$ cat src/design/fpsqrt_pkg.sv
// Package for the fixed-point square root core: word format constants and the
// record that travels down the row of root cells. No dependencies.
`default_nettype none

package fpsqrt_pkg;

  // Input and result field widths.
  localparam int unsigned RADICAND_BITS = 64;
  localparam int unsigned ROOT_BITS     = 46;

  // Fixed-point format of the word that is rooted.
  localparam int unsigned WORD_BITS     = 64;
  localparam int unsigned FRACTION_BITS = 28;

  // One cell per bit pair; the remainder stays below 2*root + 1.
  localparam int unsigned STEPS         = WORD_BITS / 2;
  localparam int unsigned HALF_FRAC     = FRACTION_BITS / 2;
  localparam int unsigned REM_BITS      = STEPS + 2;
  localparam int unsigned SHIFTED_BITS  = STEPS + HALF_FRAC + ROOT_BITS;

  // State of one beat as it leaves a cell.
  typedef struct packed {
    logic                 valid;
    logic                 neg;
    logic [WORD_BITS-1:0] bits;
    logic [REM_BITS-1:0]  rem;
    logic [STEPS-1:0]     root;
  } sqrt_cell_t;

endpackage

`default_nettype wire

$ cat src/design/fpsqrt_cell.sv
// One restoring square root cell: brings down one bit pair and decides one root bit.
// Depends on fpsqrt_pkg.
`default_nettype none

module fpsqrt_cell
  import fpsqrt_pkg::*;
(
  input  wire logic       clk_i,
  input  wire logic       rst_ni,
  input  wire logic       en_i,
  input  wire sqrt_cell_t prev_i,
  output sqrt_cell_t      next_o
);

  logic [1:0]           pair;
  logic [REM_BITS-1:0]  rem_sh;
  logic [REM_BITS-1:0]  trial;
  logic                 fits;

  logic                 valid_q;
  logic                 neg_q,  neg_d;
  logic [WORD_BITS-1:0] bits_q, bits_d;
  logic [REM_BITS-1:0]  rem_q,  rem_d;
  logic [STEPS-1:0]     root_q, root_d;

  // Bring down the next pair and test 4*root+1 against the remainder.
  always_comb begin
    pair   = prev_i.bits[WORD_BITS-1 -: 2];
    rem_sh = {prev_i.rem[REM_BITS-3:0], pair};
    trial  = {1'b0, prev_i.root[STEPS-2:0], 1'b0, 1'b1};
    fits   = (rem_sh >= trial);
    rem_d  = fits ? (rem_sh - trial) : rem_sh;
    root_d = {prev_i.root[STEPS-2:0], fits};
    bits_d = {prev_i.bits[WORD_BITS-3:0], 2'b00};
    neg_d  = prev_i.neg;
  end

  // Valid flag of the beat held in this cell.
  always_ff @(posedge clk_i or negedge rst_ni) begin
    if (!rst_ni) begin
      valid_q <= 1'b0;
    end else if (en_i) begin
      valid_q <= prev_i.valid;
    end
  end

  // Payload of the beat held in this cell.
  always_ff @(posedge clk_i) begin
    if (en_i) begin
      neg_q  <= neg_d;
      bits_q <= bits_d;
      rem_q  <= rem_d;
      root_q <= root_d;
    end
  end

  assign next_o = '{valid: valid_q, neg: neg_q, bits: bits_q, rem: rem_q, root: root_q};

  // The remainder of a restoring step never exceeds twice the partial root.
  a_rem_bound: assert property (@(posedge clk_i) disable iff (!rst_ni)
    valid_q |-> (rem_q <= {1'b0, root_q, 1'b0}))
    else $error("fpsqrt_cell: remainder above twice the partial root");

endmodule

`default_nettype wire

$ cat src/design/fpsqrt_out.sv
// Output register: scales the integer root into the fixed-point format and
// forces the root to zero for a negative radicand. Depends on fpsqrt_pkg.
`default_nettype none

module fpsqrt_out
  import fpsqrt_pkg::*;
(
  input  wire logic         clk_i,
  input  wire logic         rst_ni,
  input  wire logic         en_i,
  input  wire sqrt_cell_t   last_i,
  output logic              valid_o,
  output logic [ROOT_BITS-1:0] root_o,
  output logic              negative_error_o
);

  logic [SHIFTED_BITS-1:0] shifted;
  logic [ROOT_BITS-1:0]    root_d, root_q;
  logic                    valid_q;
  logic                    neg_q;

  // Shift by half the fraction bits and keep the low field bits.
  always_comb begin
    shifted = SHIFTED_BITS'(last_i.root) << HALF_FRAC;
    root_d  = last_i.neg ? '0 : shifted[ROOT_BITS-1:0];
  end

  // Result valid flag.
  always_ff @(posedge clk_i or negedge rst_ni) begin
    if (!rst_ni) begin
      valid_q <= 1'b0;
    end else if (en_i) begin
      valid_q <= last_i.valid;
    end
  end

  // Result payload.
  always_ff @(posedge clk_i) begin
    if (en_i) begin
      root_q <= root_d;
      neg_q  <= last_i.neg;
    end
  end

  assign valid_o          = valid_q;
  assign root_o           = root_q;
  assign negative_error_o = neg_q;

  // A negative radicand always delivers a zero root.
  a_neg_zero: assert property (@(posedge clk_i) disable iff (!rst_ni)
    (valid_q && neg_q) |-> (root_q == '0))
    else $error("fpsqrt_out: nonzero root with negative error");

endmodule

`default_nettype wire

$ cat src/design/fixed_point_square_root_core.sv
// Fixed-point square root core: a row of bit-pair root cells and an output register.
// Depends on fpsqrt_pkg, fpsqrt_cell and fpsqrt_out.
//
// Usage:
//   Input channel: in_valid_i, in_stall_o, in_radicand_i. A beat is taken at a
//   rising edge with in_valid_i high and in_stall_o low. The radicand is a
//   two's complement word with FRACTION_BITS fraction bits.
//   Output channel: out_valid_o, out_stall_i, out_root_o, out_negative_error_o.
//   out_root_o is fixed-point with FRACTION_BITS fraction bits in ROOT_BITS; a
//   negative radicand gives a zero root with out_negative_error_o set.
//   Pipeline: one cell per bit pair followed by the output register.
//   Throughput: one beat per cycle while the row is not stalled; every cell
//   hands its beat to the next cell in each cycle that the row advances.
//   Stall: the whole row holds while a result waits under out_stall_i, and
//   in_stall_o is raised in those cycles; otherwise the input is always open.
//   Reset: rst_ni clears every valid flag at once, so the row is empty and
//   ready in the first cycle after reset.
`default_nettype none

module fixed_point_square_root_core
  import fpsqrt_pkg::*;
(
  input  wire logic                     clk_i,
  input  wire logic                     rst_ni,
  input  wire logic                     in_valid_i,
  output logic                          in_stall_o,
  input  wire logic [RADICAND_BITS-1:0] in_radicand_i,
  output logic                          out_valid_o,
  input  wire logic                     out_stall_i,
  output logic [ROOT_BITS-1:0]          out_root_o,
  output logic                          out_negative_error_o
);

  sqrt_cell_t stage_s [STEPS+1];
  logic       advance;

  // The row moves unless a finished result is held by the receiver.
  assign advance    = !(out_valid_o && out_stall_i);
  assign in_stall_o = !advance;

  // Head of the row: the word to be rooted with an empty remainder and root.
  assign stage_s[0] = '{valid: in_valid_i,
                        neg:   in_radicand_i[WORD_BITS-1],
                        bits:  in_radicand_i[WORD_BITS-1:0],
                        rem:   '0,
                        root:  '0};

  // One cell per bit pair.
  for (genvar k = 0; k < STEPS; k++) begin : g_cell
    fpsqrt_cell u_cell (
      .clk_i  (clk_i),
      .rst_ni (rst_ni),
      .en_i   (advance),
      .prev_i (stage_s[k]),
      .next_o (stage_s[k+1])
    );
  end

  // Scaling and output register.
  fpsqrt_out u_out (
    .clk_i            (clk_i),
    .rst_ni           (rst_ni),
    .en_i             (advance),
    .last_i           (stage_s[STEPS]),
    .valid_o          (out_valid_o),
    .root_o           (out_root_o),
    .negative_error_o (out_negative_error_o)
  );

  // The input is held back only while a result sits stalled at the output.
  a_stall_cause: assert property (@(posedge clk_i) disable iff (!rst_ni)
    in_stall_o |-> (out_valid_o && out_stall_i))
    else $error("core: input stalled without a stalled result");

  // A stalled result keeps the last cell's beat in place as well.
  a_row_holds: assert property (@(posedge clk_i) disable iff (!rst_ni)
    (out_valid_o && out_stall_i) |=> $stable(stage_s[STEPS].valid))
    else $error("core: last cell moved during an output stall");

endmodule

`default_nettype wire
$ cat config.mk
export PLATFORM = sky130hd
export DESIGN_NAME = fixed_point_square_root_core
export DESIGN_NICKNAME = d
export VERILOG_FILES = /design/src/design/fpsqrt_pkg.sv /design/src/design/fpsqrt_cell.sv /design/src/design/fpsqrt_out.sv /design/src/design/fixed_point_square_root_core.sv
export SDC_FILE = /design/constraint.sdc
export NUM_CORES = 2
export LEC_CHECK = 0
export CORE_ASPECT_RATIO = 1.4
export CORE_MARGIN = 1.5
export CORE_UTILIZATION = 35
export CTS_CLUSTER_SIZE = 14
export DETAILED_ROUTE_END_ITERATION = 6
export DONT_BUFFER_PORTS = 1
export PLACE_DENSITY = 0.51
export SYNTH_ARGS = -nofsm -noshare
export SYNTH_HDL_FRONTEND = slang
export SYNTH_SLANG_ARGS = --single-unit
$ cat constraint.sdc
create_clock -name clk_i -period 219.4 [get_ports clk_i]
set_input_delay 65.82 -clock clk_i [delete_from_list [all_inputs] [get_ports clk_i]]
set_output_delay 65.82 -clock clk_i [all_outputs]
set_load 0.03 [all_outputs]
# Word level (Yosys, flattened, before mapping)
# Index checks and enable logic that the tools add are counted.
[word_totals]
elab_cells = 258
latchBits = 0
regBits = 2595
mem_count = 0
inputBits = 68
out_inout_bits = 49
ram_bits = 0
rom_bits = 0
[op_classes]
shifts = 0
reduce_logical = 1
order_cmp = 32
n_mux = 31
n_bitwise = 0
multipliers = 0
div = 0
n_eq_ne = 0
addsub = 31
[ops]
columns = ["op", "count"]
rows = [
  ["two-way mux 32 bit", 30],
  [">= comparator 34 x 10 -> 1 bit", 1],
  [">= comparator 34 x 11 -> 1 bit", 1],
  [">= comparator 34 x 12 -> 1 bit", 1],
  [">= comparator 34 x 13 -> 1 bit", 1],
  [">= comparator 34 x 14 -> 1 bit", 1],
  [">= comparator 34 x 15 -> 1 bit", 1],
  [">= comparator 34 x 16 -> 1 bit", 1],
  [">= comparator 34 x 17 -> 1 bit", 1],
  [">= comparator 34 x 18 -> 1 bit", 1],
  [">= comparator 34 x 19 -> 1 bit", 1],
  [">= comparator 34 x 20 -> 1 bit", 1],
  [">= comparator 34 x 21 -> 1 bit", 1],
  [">= comparator 34 x 22 -> 1 bit", 1],
  [">= comparator 34 x 23 -> 1 bit", 1],
  [">= comparator 34 x 24 -> 1 bit", 1],
  [">= comparator 34 x 25 -> 1 bit", 1],
  [">= comparator 34 x 26 -> 1 bit", 1],
  [">= comparator 34 x 27 -> 1 bit", 1],
  [">= comparator 34 x 28 -> 1 bit", 1],
  [">= comparator 34 x 29 -> 1 bit", 1],
  [">= comparator 34 x 3 -> 1 bit", 1],
  [">= comparator 34 x 30 -> 1 bit", 1],
  [">= comparator 34 x 31 -> 1 bit", 1],
  ["42 further kinds", 42],
]

# Depth between registers and ports, before layout
[depth]
depth_word = 2
depth_mapped = 14
depth_no_buf = 13

# Modules after synthesis
# A second synthesis with hierarchy kept.
[unflattened]
hier_cells = 16821
area_unflattened_um2 = 206508.1
[modules_own_cells]
columns = ["mod", "area_each_um2", "n_inst", "cells_per_inst"]
rows = [
  ["fpsqrt_cell (g_cell[21].u_cell ...)", 6339.8, 19, 516],
  ["fpsqrt_cell (g_cell[0].u_cell ...)", 6513.7, 13, 533],
  ["fpsqrt_out", 1358.8, 1, 85],
  ["fixed_point_square_root_core", 13.8, 1, 3],
]

# Worst setup path before layout
# Ideal clock, no wire load.
[synth_path]
path_kind = "input-to-output"
from = "in out_stall_i"
to = "out in_stall_o"
arrival_ns = 149.460
path_stages = 3
path_slack_ns = 4.120
path_cell_list = "nand2_1 > clkbuf_1 > inv_1"
[synth_via]
elab_chain_len = 1
[synth_rtl]
columns = ["element", "line_no", "rtl"]
rows = [
  ["from (decl)", "fixed_point_square_root_core.sv:29", "input wire logic out_stall_i,"],
  ["logical AND 1 bit", "fixed_point_square_root_core.sv:38", "assign advance = !(out_valid_o && out_stall_i);"],
  ["to (decl)", "fixed_point_square_root_core.sv:26", "output logic in_stall_o,"],
]
# Every way passes these cells.

# Worst setup path after layout
# Same ends and word-level chain as after synthesis.

==> flow_summary.toml <==
[global_routing]
groute.usage.overall_pct = 14.3
grt_pass1_vias = 69800
antenna_found_initial = 3
grt_max_degree = 206
overflow = 0
grt_pass1_wl_mm = 385

[timing]
hold_viol = 0
relSlewSlack_pct = 18.1
tightestPinTransition_ns = 1.21
fin_setup_tns_ns = 0
setup_viol = 0
fin_ws_ns = 86.83
period_share_pct = 60.4
slew_viol_final = 0
fmax_mhz = 7.54
clock_skew_ns = 0.0748
layout_min_cycle_time_ns = 132.57
rsz0062_at_grt = "no"

[setup_path]
critical_path.max_fanout = 60
rr_worst_depth = 7
path_cells = "nand2_4 > inv_1"
reg2reg_slack_ns = 212.94
crit_required_ns = 153.58
worstSetupStartpoint = "out_stall_i"
start_kind = "input pin"
slowest_delay_ns = 0.54
crit_buf_inv = 1
r2r_start = "u_out.valid_o"
worstPathArrival_ns = 66.75
crit_type = "in2out"
critPathTopFamily = "simple AND/OR/NAND/NOR gates"
critPathCaptureType = "primary output"
worst-path-stages = 2
cp_slowest_cell = "nand2_4"
reg2reg_to = "g_cell[22].u_cell.bits_q[61]"

[finish]
fin_nets = 9715
layout_commonest_cell = "edfxtp_1"
syn_to_final_growth_pct = 12.3
instances_no_fill = 13700
layout_common_cells = "2531 x edfxtp_1, 693 x inv_1, 569 x a21oi_1"
drive_gt1_share_pct = 7.40
final_area_um2 = 132000

[placement]
dp.cells = 13200
dp_worst_setup_slack_ns = 86.75
io_buffers = 0
gp_congestion = 0.894
dp.final_hpwl_mm = 181
place_area_um2 = 123000

[floorplan]
core-area_um2 = 334000
die-area_um2 = 340000
die_x_um = 493
start_util_pct = 35.2
die_h_um = 689
io_pins = 117
rows = 251

[route]
vias = 68000
drc_errors = 0
finalWirelength_mm = 249
drt_iter0_drc = 3762
wl_per_cell_um = 18.1
post_drt_via_cell_ratio = 4.95
ant_nets = 0
dr.pass1.iters = 5

[power]
ir_worst_vdd_v = 0.0000190
combPwrFrac_pct = 24.0
p_per_area_nw_per_um2 = 13.7
p_sw_share_pct = 31.1
p_int_mw = 1.25
power_frac_clock_pct = 26.0
power.switching_mw = 0.563
p_total_mw = 1.81
seq_power_share_pct = 50.1
p_leak_nw = 51.8

[synth]
synth_xor_area_share_pct = 5.88
synth.mux.area_fraction_pct = 1.38
synthCells = 8914
syn_area_per_cell_um2 = 13.2
async_reset_ff_share_pct = 1.29
yosys.area_share.adder_pct = 5.96
synth-edff-count = 2531
yosys.area_share.simple_pct = 9.49
synth_ff_type = "edfxtp_1"
ys.warnings.count = 0
seq_area_frac_synth_pct = 65.3
syn_area_um2 = 118000
synth_cell_types = 91
synth_top_family_by_area = "simple AND/OR/NAND/NOR gates"
ys_seq_elements = 2564
synth_compound_area_share_pct = 9.15

[clocking]
cts_num_sinks = 2564
insertion_delay_ns = 0.86
hold_buffers = 0
cts_tree = "built"
cts_max_path_buffers = 4
clk_pin_slew_ns = 0.06
cts.htree.levels = 5
cts_root_buf = "clkbuf_16"
post_cts_buffers = 0
numCtsBuffers = 281
cts_resized = 0

[run_status]
status = "complete, no violations"

[flow_run]
maxCapViolations = 0

[hold_path]
hold_class = "reg2reg"
hold_start = "g_cell[6].u_cell.bits_q[26]"
hold_depth = 0
hold_end = "g_cell[7].u_cell.bits_q[28]"
[state kept, by name, summed over array words and instances (netlist names)]
name and count:
g_cell.u_cell.rem_q 946, g_cell.u_cell.root_q 528, g_cell.u_cell.neg_q 32, u_out.negative_error_o 1
g_cell.u_cell.bits_q 992, u_out.valid_o 1, g_cell.u_cell.valid_q 32, u_out.root_o 32
[final cells by class]
| type | instances | area, um^2 |
|---|---|---|
| antenna | 3 | 7.51 |
| clock buffer | 326 | 7350 |
| clock inverter | 170 | 1730 |
| fill | 31200 | 202000 |
| inverter | 696 | 2610 |
| multi-input combinational | 5488 | 37600 |
| sequential | 2564 | 76800 |
| tap | 4427 | 5540 |
| timing repair buffer | 55 | 475 |
[synthesized netlist by cell type, drive strengths merged, types with 107 or more instances]
library cell / n / area, um^2
mux2: 135 / 1520
xnor2: 427 / 3740
nand4: 107 / 669
nor2b: 130 / 813
nand2b: 109 / 682
a21o: 224 / 1680
inv: 694 / 2600
xor2: 363 / 3180
o21ai: 440 / 2200
ha: 561 / 7020
nand2: 521 / 1960
nor2: 555 / 2080
a21oi: 571 / 2860
clkbuf: 144 / 541
nor3: 206 / 1040
nand3: 158 / 791
edfxtp: 2531 / 76000
[metal layers]
layer,GRT usage [%],vias up,part of all wire (%)
li1,-,33300,-
met1,13.8,33000,35
met2,29.0,1119,57
met3,2.04,587,3.1
met4,6.97,0,5.0
met5,0,-,0
[worst max-delay path by stage]
stage	to	slack (ns)
4_1_cts	in_stall_o	86.75
6_report	in_stall_o	86.83
5_1_grt	in_stall_o	86.70
3_3_place_gp	in_stall_o	86.77
2_1_floorplan	in_stall_o	4.12
3_5_place_dp	in_stall_o	86.75
[kinds of logic after synthesis]
family                   count (synthesis)
AO/OA/AOI/OAI                         1742
AND/OR/NAND/NOR                       2235
other                                    1
flip-flops                            2564
buffers and inverters                  876
adder cells (fa/ha/maj)                561
multiplexers                           145
XOR/XNOR                               790
[power by group through the flow]
stage / sequential, mW / clock [mW] / combinational [mW]
after floorplan: 1.24 / 0 / 0.333
after global placement: 0.917 / 0 / 0.430
after detailed placement: 0.921 / 0 / 0.438
after CTS: 0.913 / 0.490 / 0.440
after global routing: 0.929 / 0.508 / 0.485
final: 0.908 / 0.470 / 0.434
[stage by stage]
stage          util, %  hold slack [ns]
6_report          39.6            0.363
5_1_grt           39.6            0.371
4_1_cts           39.6            0.373
3_5_place_dp      36.8            0.405
3_3_place_gp      36.8            0.400
2_1_floorplan        -            0.400
No activity file was read; power rests on OpenSTA's default activity.
